--- config.mk ---
export PLATFORM = sky130hd
export DESIGN_NAME = hamming_sec_codec
export DESIGN_NICKNAME = d
export VERILOG_FILES = /design/src/rtl/hsc_pkg.sv /design/src/rtl/hsc_cfg.sv /design/src/rtl/hsc_datapath.sv /design/src/rtl/hamming_sec_codec.sv
export SDC_FILE = /design/constraint.sdc
export NUM_CORES = 1
export LEC_CHECK = 0
export BUFFER_PORTS_ARGS = -buffer_cell sky130_fd_sc_hd__buf_2
export CAP_MARGIN = 25
export CORE_MARGIN = 2
export CORE_UTILIZATION = 56
export DETAILED_ROUTE_END_ITERATION = 10
export HOLD_SLACK_MARGIN = 0.15
export PLACE_DENSITY = 0.78
export SLEW_MARGIN = 20
export SYNTH_ARGS = -nofsm -noshare
export SYNTH_HDL_FRONTEND = slang
export SYNTH_SLANG_ARGS = --single-unit
--- constraint.sdc ---
create_clock -name clk -period 10.8 [get_ports clk]
set_input_delay 1.08 -clock clk [delete_from_list [all_inputs] [get_ports clk]]
set_output_delay 1.08 -clock clk [all_outputs]
set_load 0.03 [all_outputs]
--- src/rtl/hsc_pkg.sv ---
// Package for the Hamming single-error-correcting codec.
// Holds shared widths, opcode and status codes, the geometry struct and
// elaboration-time position helpers. No dependencies.
`default_nettype none

package hsc_pkg;

	localparam int MAX_DATA_BITS_DEF = 57;
	localparam int CFG_W             = 6;
	localparam int SYN_W             = 6;
	localparam int STAT_W            = 2;

	localparam logic [CFG_W-1:0] DATA_LEN_RST = 6'd4;

	localparam logic OP_ENCODE  = 1'b0;
	localparam logic OP_CORRECT = 1'b1;

	localparam logic [STAT_W-1:0] STATUS_CLEAN     = 2'd0;
	localparam logic [STAT_W-1:0] STATUS_CORRECTED = 2'd1;
	localparam logic [STAT_W-1:0] STATUS_BEYOND    = 2'd2;

	// Effective code geometry derived from the data length register.
	typedef struct packed {
		logic [CFG_W-1:0] len;
		logic [SYN_W-1:0] n;
	} geom_t;

	function automatic bit is_pow2(input int p);
		return (p & (p - 1)) == 0;
	endfunction

	// Least r with 2^r >= len + r + 1.
	function automatic int parity_count(input int len);
		int r;
		r = 0;
		while (r < 7 && (1 << r) < len + r + 1) r++;
		return r;
	endfunction

	// Data index held at codeword position p (p not a power of two).
	function automatic int data_index_of(input int p);
		int cnt;
		cnt = 0;
		for (int i = 0; i < 7; i++) begin
			if ((1 << i) <= p) cnt++;
		end
		return p - 1 - cnt;
	endfunction

	// Codeword position that holds data index j.
	function automatic int data_pos_of(input int j);
		int p;
		int seen;
		p = 0;
		seen = -1;
		while (seen < j) begin
			p++;
			if (!is_pow2(p)) seen++;
		end
		return p;
	endfunction

endpackage

`default_nettype wire

--- src/rtl/hsc_cfg.sv ---
// Data length register and code geometry for the Hamming codec.
// Depends on hsc_pkg (widths, reset value, geom_t).
`default_nettype none

module hsc_cfg #(
	parameter int MAX_DATA_BITS = hsc_pkg::MAX_DATA_BITS_DEF
) (
	input  wire logic                     clk,
	input  wire logic                     arst_n,
	input  wire logic                     cfg_wr_en,
	input  wire logic [hsc_pkg::CFG_W-1:0] cfg_wr_data,
	output hsc_pkg::geom_t                geom
);

	localparam logic [hsc_pkg::CFG_W-1:0] LEN_MAX = hsc_pkg::CFG_W'(MAX_DATA_BITS);

	logic [hsc_pkg::CFG_W-1:0] data_length_q;
	logic [hsc_pkg::CFG_W-1:0] len;
	logic [6:0]                short_v;
	logic [2:0]                r;

	always_ff @(posedge clk or negedge arst_n) begin
		if (!arst_n) begin
			data_length_q <= hsc_pkg::DATA_LEN_RST;
		end else if (cfg_wr_en) begin
			data_length_q <= cfg_wr_data;
		end
	end

	// Clamp the raw value into 1..MAX_DATA_BITS.
	always_comb begin
		priority if (data_length_q == '0) begin
			len = hsc_pkg::CFG_W'(1);
		end else if (data_length_q > LEN_MAX) begin
			len = LEN_MAX;
		end else begin
			len = data_length_q;
		end
	end

	// Count how many powers of two fall short of len + i + 1; the test is
	// monotone in i, so the count is the parity count.
	for (genvar i = 0; i < 7; i++) begin : g_short
		assign short_v[i] = (7'(1 << i)) < (7'(len) + 7'(i + 1));
	end

	assign r        = 3'($countones(short_v));
	assign geom.len = len;
	assign geom.n   = hsc_pkg::SYN_W'(len + {3'b000, r});

endmodule

`default_nettype wire

--- src/rtl/hsc_datapath.sv ---
// Encode and check/correct logic of the Hamming codec, one word per pass.
// Depends on hsc_pkg (codes, geom_t, position helpers).
`default_nettype none

module hsc_datapath #(
	parameter int MAX_DATA_BITS = hsc_pkg::MAX_DATA_BITS_DEF,
	parameter int CW_W          = MAX_DATA_BITS + hsc_pkg::parity_count(MAX_DATA_BITS)
) (
	input  wire logic                       opcode,
	input  wire logic [MAX_DATA_BITS-1:0]   data_in,
	input  wire logic [CW_W-1:0]            codeword_in,
	input  wire hsc_pkg::geom_t             geom,
	output logic      [CW_W-1:0]            codeword_out,
	output logic      [MAX_DATA_BITS-1:0]   data_out,
	output logic      [hsc_pkg::SYN_W-1:0]  syndrome,
	output logic      [hsc_pkg::STAT_W-1:0] status
);

	logic [CW_W-1:0]          nmask;
	logic [CW_W-1:0]          placed;
	logic [CW_W-1:0]          work;
	logic [CW_W-1:0]          parity_set;
	logic [CW_W-1:0]          flip;
	logic [MAX_DATA_BITS-1:0] data_m;
	logic [hsc_pkg::SYN_W-1:0][CW_W-1:0] syn_sel;
	logic [hsc_pkg::SYN_W-1:0] syn;
	logic                     in_range;
	logic                     fix_en;

	for (genvar j = 0; j < MAX_DATA_BITS; j++) begin : g_dmask
		assign data_m[j] = data_in[j] & (hsc_pkg::CFG_W'(j) < geom.len);
	end

	for (genvar k = 0; k < CW_W; k++) begin : g_pos
		assign nmask[k] = hsc_pkg::SYN_W'(k + 1) <= geom.n;
		if (hsc_pkg::is_pow2(k + 1)) begin : g_par
			assign placed[k]     = 1'b0;
			assign parity_set[k] = syn[$clog2(k + 1)];
		end else begin : g_dat
			assign placed[k]     = data_m[hsc_pkg::data_index_of(k + 1)];
			assign parity_set[k] = 1'b0;
		end
		assign flip[k] = fix_en & (syn == hsc_pkg::SYN_W'(k + 1));
	end

	assign work = (opcode == hsc_pkg::OP_CORRECT) ? (codeword_in & nmask) : placed;

	// Syndrome bit i is the parity of all positions whose index has bit i set.
	for (genvar i = 0; i < hsc_pkg::SYN_W; i++) begin : g_syn
		for (genvar k = 0; k < CW_W; k++) begin : g_sel
			if ((((k + 1) >> i) & 1) != 0) begin : g_on
				assign syn_sel[i][k] = work[k];
			end else begin : g_off
				assign syn_sel[i][k] = 1'b0;
			end
		end
		assign syn[i] = ^syn_sel[i];
	end

	assign in_range = syn <= geom.n;
	assign fix_en   = (opcode == hsc_pkg::OP_CORRECT) && (syn != '0) && in_range;

	always_comb begin
		unique case (opcode)
			hsc_pkg::OP_ENCODE: begin
				codeword_out = placed | parity_set;
				syndrome     = '0;
				status       = hsc_pkg::STATUS_CLEAN;
			end
			default: begin
				codeword_out = work ^ flip;
				syndrome     = syn;
				priority if (syn == '0) begin
					status = hsc_pkg::STATUS_CLEAN;
				end else if (in_range) begin
					status = hsc_pkg::STATUS_CORRECTED;
				end else begin
					status = hsc_pkg::STATUS_BEYOND;
				end
			end
		endcase
	end

	for (genvar j = 0; j < MAX_DATA_BITS; j++) begin : g_ext
		assign data_out[j] = codeword_out[hsc_pkg::data_pos_of(j) - 1];
	end

endmodule

`default_nettype wire

--- src/rtl/hamming_sec_codec.sv ---
// Top level of the Hamming single-error-correcting codec.
// Depends on hsc_pkg, hsc_cfg and hsc_datapath.
//
// Usage:
//  - Input channel: drive opcode, data_in and codeword_in with start high; a
//    word is taken at every rising edge where start is high and busy is low.
//    busy never rises, so one word can be taken in every cycle.
//  - opcode selects encode (build the codeword from data_in) or correct
//    (compute the syndrome of codeword_in and flip the erroneous bit).
//  - Output channel: done is high for exactly one cycle with codeword_out,
//    data_out, syndrome and status valid in that cycle. A word taken at a
//    rising edge is held in the input register, passes the encode/correct
//    logic and lands in the result register, whose outputs show it.
//  - Throughput is one word per cycle; the input and result registers bound
//    the single combinational pass through the syndrome XOR trees.
//  - The receiver cannot stall; every result must be taken when done is high.
//  - Configuration: cfg_wr_en writes cfg_wr_data to the data length register
//    (zero is used as one, values above MAX_DATA_BITS as MAX_DATA_BITS).
//    Write it only while no word is in flight.
//  - Reset clears the pipeline valid bits and sets the data length to four.
`default_nettype none

module hamming_sec_codec #(
	parameter int MAX_DATA_BITS = hsc_pkg::MAX_DATA_BITS_DEF,
	localparam int CW_W         = MAX_DATA_BITS + hsc_pkg::parity_count(MAX_DATA_BITS)
) (
	input  wire logic                       clk,
	input  wire logic                       arst_n,
	input  wire logic                       cfg_wr_en,
	input  wire logic [hsc_pkg::CFG_W-1:0]  cfg_wr_data,
	input  wire logic                       start,
	output logic                            busy,
	input  wire logic                       opcode,
	input  wire logic [MAX_DATA_BITS-1:0]   data_in,
	input  wire logic [CW_W-1:0]            codeword_in,
	output logic                            done,
	output logic      [CW_W-1:0]            codeword_out,
	output logic      [MAX_DATA_BITS-1:0]   data_out,
	output logic      [hsc_pkg::SYN_W-1:0]  syndrome,
	output logic      [hsc_pkg::STAT_W-1:0] status
);

	hsc_pkg::geom_t geom;

	// Input register stage.
	logic                     valid_s1;
	logic                     opcode_s1;
	logic [MAX_DATA_BITS-1:0] data_s1;
	logic [CW_W-1:0]          cw_s1;

	// Combinational results.
	logic [CW_W-1:0]            cw_c;
	logic [MAX_DATA_BITS-1:0]   data_c;
	logic [hsc_pkg::SYN_W-1:0]  syn_c;
	logic [hsc_pkg::STAT_W-1:0] status_c;

	// Result register stage.
	logic                       valid_s2;
	logic [CW_W-1:0]            cw_s2;
	logic [MAX_DATA_BITS-1:0]   data_s2;
	logic [hsc_pkg::SYN_W-1:0]  syn_s2;
	logic [hsc_pkg::STAT_W-1:0] status_s2;

	logic accept;

	assign busy   = 1'b0;
	assign accept = start & ~busy;

	hsc_cfg #(
		.MAX_DATA_BITS (MAX_DATA_BITS)
	) u_cfg (
		.clk         (clk),
		.arst_n      (arst_n),
		.cfg_wr_en   (cfg_wr_en),
		.cfg_wr_data (cfg_wr_data),
		.geom        (geom)
	);

	// Advance the valid bits every cycle; the receiver never holds off.
	always_ff @(posedge clk or negedge arst_n) begin
		if (!arst_n) begin
			valid_s1 <= 1'b0;
			valid_s2 <= 1'b0;
		end else begin
			valid_s1 <= accept;
			valid_s2 <= valid_s1;
		end
	end

	// Capture the word only when it is taken.
	always_ff @(posedge clk) begin
		if (accept) begin
			opcode_s1 <= opcode;
			data_s1   <= data_in;
			cw_s1     <= codeword_in;
		end
	end

	hsc_datapath #(
		.MAX_DATA_BITS (MAX_DATA_BITS),
		.CW_W          (CW_W)
	) u_datapath (
		.opcode       (opcode_s1),
		.data_in      (data_s1),
		.codeword_in  (cw_s1),
		.geom         (geom),
		.codeword_out (cw_c),
		.data_out     (data_c),
		.syndrome     (syn_c),
		.status       (status_c)
	);

	// Load the result register behind a valid input stage.
	always_ff @(posedge clk) begin
		if (valid_s1) begin
			cw_s2     <= cw_c;
			data_s2   <= data_c;
			syn_s2    <= syn_c;
			status_s2 <= status_c;
		end
	end

	assign done         = valid_s2;
	assign codeword_out = cw_s2;
	assign data_out     = data_s2;
	assign syndrome     = syn_s2;
	assign status       = status_s2;

	// Every taken word yields exactly one result strobe.
	a_latency: assert property (@(posedge clk) disable iff (!arst_n)
		accept |-> ##2 done)
		else $error("result strobe missing two cycles after accept");

	a_no_spurious: assert property (@(posedge clk) disable iff (!arst_n)
		!accept |-> ##2 !done)
		else $error("result strobe without a taken word");

	a_encode_clean: assert property (@(posedge clk) disable iff (!arst_n)
		(accept && opcode == hsc_pkg::OP_ENCODE) |-> ##2
		(syndrome == '0 && status == hsc_pkg::STATUS_CLEAN))
		else $error("encode result reports an error");

	a_status_syn: assert property (@(posedge clk) disable iff (!arst_n)
		done |-> ((status == hsc_pkg::STATUS_CLEAN) == (syndrome == '0)))
		else $error("status disagrees with syndrome");

	a_status_code: assert property (@(posedge clk) disable iff (!arst_n)
		done |-> (status == hsc_pkg::STATUS_CLEAN || status == hsc_pkg::STATUS_CORRECTED
			|| status == hsc_pkg::STATUS_BEYOND))
		else $error("status code out of range");

endmodule

`default_nettype wire

==> metrics.md <==
| Metric | Value |
|---|---|
| Status | `finished, final reports clean` |
| DP Worst Slack | `0.701 ns` |
| Initial DRC Count | `1568` |
| Crit Path Class | `flip-flop to flip-flop` |
| Commonest non-fill, non-tap cells in the layout | `258 x buf_2, 192 x edfxtp_1, 88 x nand2_1` |
| Routed vias | `11000` |
| Vias/cell | `6.59` |
| Layout fillers | `1820` |
| Final setup margin | `0.422 ns` |
| Die height | `156 um` |
| Layout cell share with drive strength beyond 1 | `29.5%` |
| CP max stage delay | `0.97 ns` |
| First-pass GRT wire length | `67.0 mm` |
| Die area | `0.0242 sq mm` |
| CP delay by family, top | `adder cells` |
| CTS tree | `built` |
| Drt pass-1 iters | `7` |
| CP max-delay cell | `fa_1` |
| Seq cells post-synth | `200` |
| DR DRC count | `0` |
| Core area | `0.0226 sq mm` |
| Max Root-Sink Buffers | `2` |
| Setup TNS | `0 ns` |
| Crit path DAT | `10.58 ns` |
| Syn nets | `1322` |
| Slew HR | `26.2%` |
| Root buffer cell | `clkbuf_16` |
| GRT Overall Usage | `38.5%` |
| Period utilization | `96.1%` |
| Mapped Avg Cell Area | `11.0 sq um` |
| Final setup viols | `0` |
| WP buf/inv | `3` |
| Slew Viols, Final | `0` |
| Final nets | `1526` |
| Top achievable clock speed | `96.4 MHz` |
| Final Hold Violating Endpoints | `0` |
| Post-CTS sizing | `0` |
| Least-Margin Pin Slew | `1.11 ns` |
| Total congestion overflow | `0` |
| Asr flop ratio synth | `4.00%` |
| Number of global-route vias before repair | `10400` |
| RSZ-0062 raised after global routing | `no` |
| Critical Path Sink Type | `flip-flop` |
| Die width | `156 um` |
| Dpl hpwl | `36.4 mm` |
| Max-Cap Viols | `0` |
| Final hold slack | `0.453 ns` |
| Synthesized cell area | `0.0129 sq mm` |
| Port bufs | `259` |
| Dpl cells | `1640` |
| Post-Synthesis Cells | `1171` |
| Antenna violations before repair | `0` |
| Worst EP required | `11.01 ns` |
| Antenna Nets Post-Route | `0` |
| H-tree depth | `4` |
| Post-CTS setup buffers | `0` |
| Post-synth top area share | `44.8%` |
| TritonCTS buffer count | `17` |
| Min cycle time layout | `10.38 ns` |
| Clock sinks | `200` |
| GP Congestion | `1.05` |
| Dominant cells by area after synthesis | `edfxtp_1 45%, xnor2_1 5.0%, buf_4 3.8%, xnor3_1 3.7%, nand2_1 2.6%` |
| Hold/Removal Path Class | `primary input to asynchronous set/reset pin` |
| Most common cell after layout, fill and taps aside | `buf_2` |
| Distinct cells, synth | `106` |
| Fin cells | `1673` |
| Initial Util | `57.0%` |
| Yosys top cell by area | `edfxtp_1` |
| Avg WL per Cell | `27.9 um` |
| Hold_buf cts | `0` |
| Clock latency at the later pin of the worst-skew pair | `0.45 ns` |
| Final WL | `46.7 mm` |
| Clock slew at reported path FFs | `0.08 ns` |
| CP Max Fanout | `19` |
| Area Overhead vs Synth | `15.5%` |
| Main synth FF type | `edfxtp_1` |
| Synth warn | `0` |
| ANT cells | `0` |
| I/O pin cnt | `261` |
| Post-synth EDFFs | `192` |
| Cell mode on critical path | `ha_1` |
| Standard-cell row count | `55` |
| Worst clock skew | `0.0153 ns` |
| Largest net degree at the start of global routing | `85` |
| Worst setup SP type | `flip-flop` |
| Register area share after synthesis | `46.4%` |
## synthesized netlist by cell type, drive strengths merged, types with 6 or more instances
cell,count
inv,29
a2111oi,14
dfrtp,7
a31oi,31
nor2b,12
clkbuf,34
nand2b,12
o22ai,6
nor2,49
xnor3,23
or4,7
o21ai,67
a21o,25
o21a,7
o2111ai,7
ha,16
a21boi,7
buf,96
and2,15
o31ai,10
xnor2,77
mux2i,6
o211ai,25
o211a,6
nand2,92
nor4,20
xor2,38
and3,17
nor3,34
or2,10
edfxtp,192
nand3,26
o311ai,6
a211oi,7
or3,9
a21oi,48
## worst register-to-register path: cells and delay by family, from the launching register on
family / cells / cell delay [ns]
AND/OR/NAND/NOR: 7 / 2.03
buffers and inverters: 3 / 0.40
adder cells (fa/ha/maj): 7 / 3.26
flip-flops: 1 / 0.70
multiplexers: 1 / 0.18
AO/OA/AOI/OAI: 7 / 1.80
XOR/XNOR: 5 / 1.78
## routing by layer
| layer | vias up | global-route usage [%] | routed length [um] | part of all wire, % |
|---|---|---|---|---|
| met2 | 830 | 59.0 | 20900 | 45 |
| met1 | 5297 | 53.7 | 18300 | 39 |
| li1 | 4762 | - | - | - |
| met5 | - | 0 | 0 | 0 |
| met4 | 0 | 15.1 | 1940 | 4.2 |
| met3 | 132 | 8.72 | 5540 | 12 |
## per-stage QoR
step	utilization, %	instance area, sq um
global placement	62.8	14200
global route	65.8	14900
detailed placement	62.8	14200
floorplan	-	12900
finish	65.8	14900
CTS	65.7	14800
## registers in the layout (all words and copies together), names as in the netlist
signal	count
codeword_out	63
cw_s1	63
data_s1	57
done	1
opcode_s1	1
status	2
syndrome	6
u_cfg.data_length_q	6
valid_s1	1
## worst paths after layout
kind / startpoint / end / slack, ns / cells after the start
setup / recovery: u_cfg.data_length_q[2] / codeword_out[20] / 0.42 / 30
hold / removal: arst_n / u_cfg.data_length_q[3] / 0.45 / 1
setup reg to reg: u_cfg.data_length_q[2] / codeword_out[20] / 0.42 / 30
hold reg to reg: valid_s1 / done / 0.47 / 0
max in group asynchronous: arst_n / u_cfg.data_length_q[2] / 10.11 / 1
min in group clk: valid_s1 / done / 0.47 / 0
## logic make-up (layout without fill, tap and decap cells)
logic type	count (synthesis)	after routing	share of synthesized area (%)
flip-flops	200	200	46.4
multiplexers	8	8	0.642
XOR/XNOR	141	141	12.8
buffers and inverters	159	376	6.81
adder cells (fa/ha/maj)	20	20	2.18
other	2	2	0.0584
AO/OA/AOI/OAI	312	312	17.6
AND/OR/NAND/NOR	329	329	13.5
## layout make-up
| cell class | count | area, sq um | area share, % |
|---|---|---|---|
| Sequential cell | 200 | 5970 | 40.2 |
| Multi-Input combinational cell | 812 | 6030 | 40.6 |
| Clock buffer | 17 | 425 | 2.86 |
| Clock inverter | 15 | 230 | 1.55 |
| Timing Repair Buffer | 315 | 1740 | 11.7 |
| Tap cell | 285 | 357 | 2.40 |
| Inverter | 29 | 109 | 0.733 |
Power is left out: the tool's default activity adds up to more than one toggle a clock period on the data nets, which glitch-free logic cannot reach.
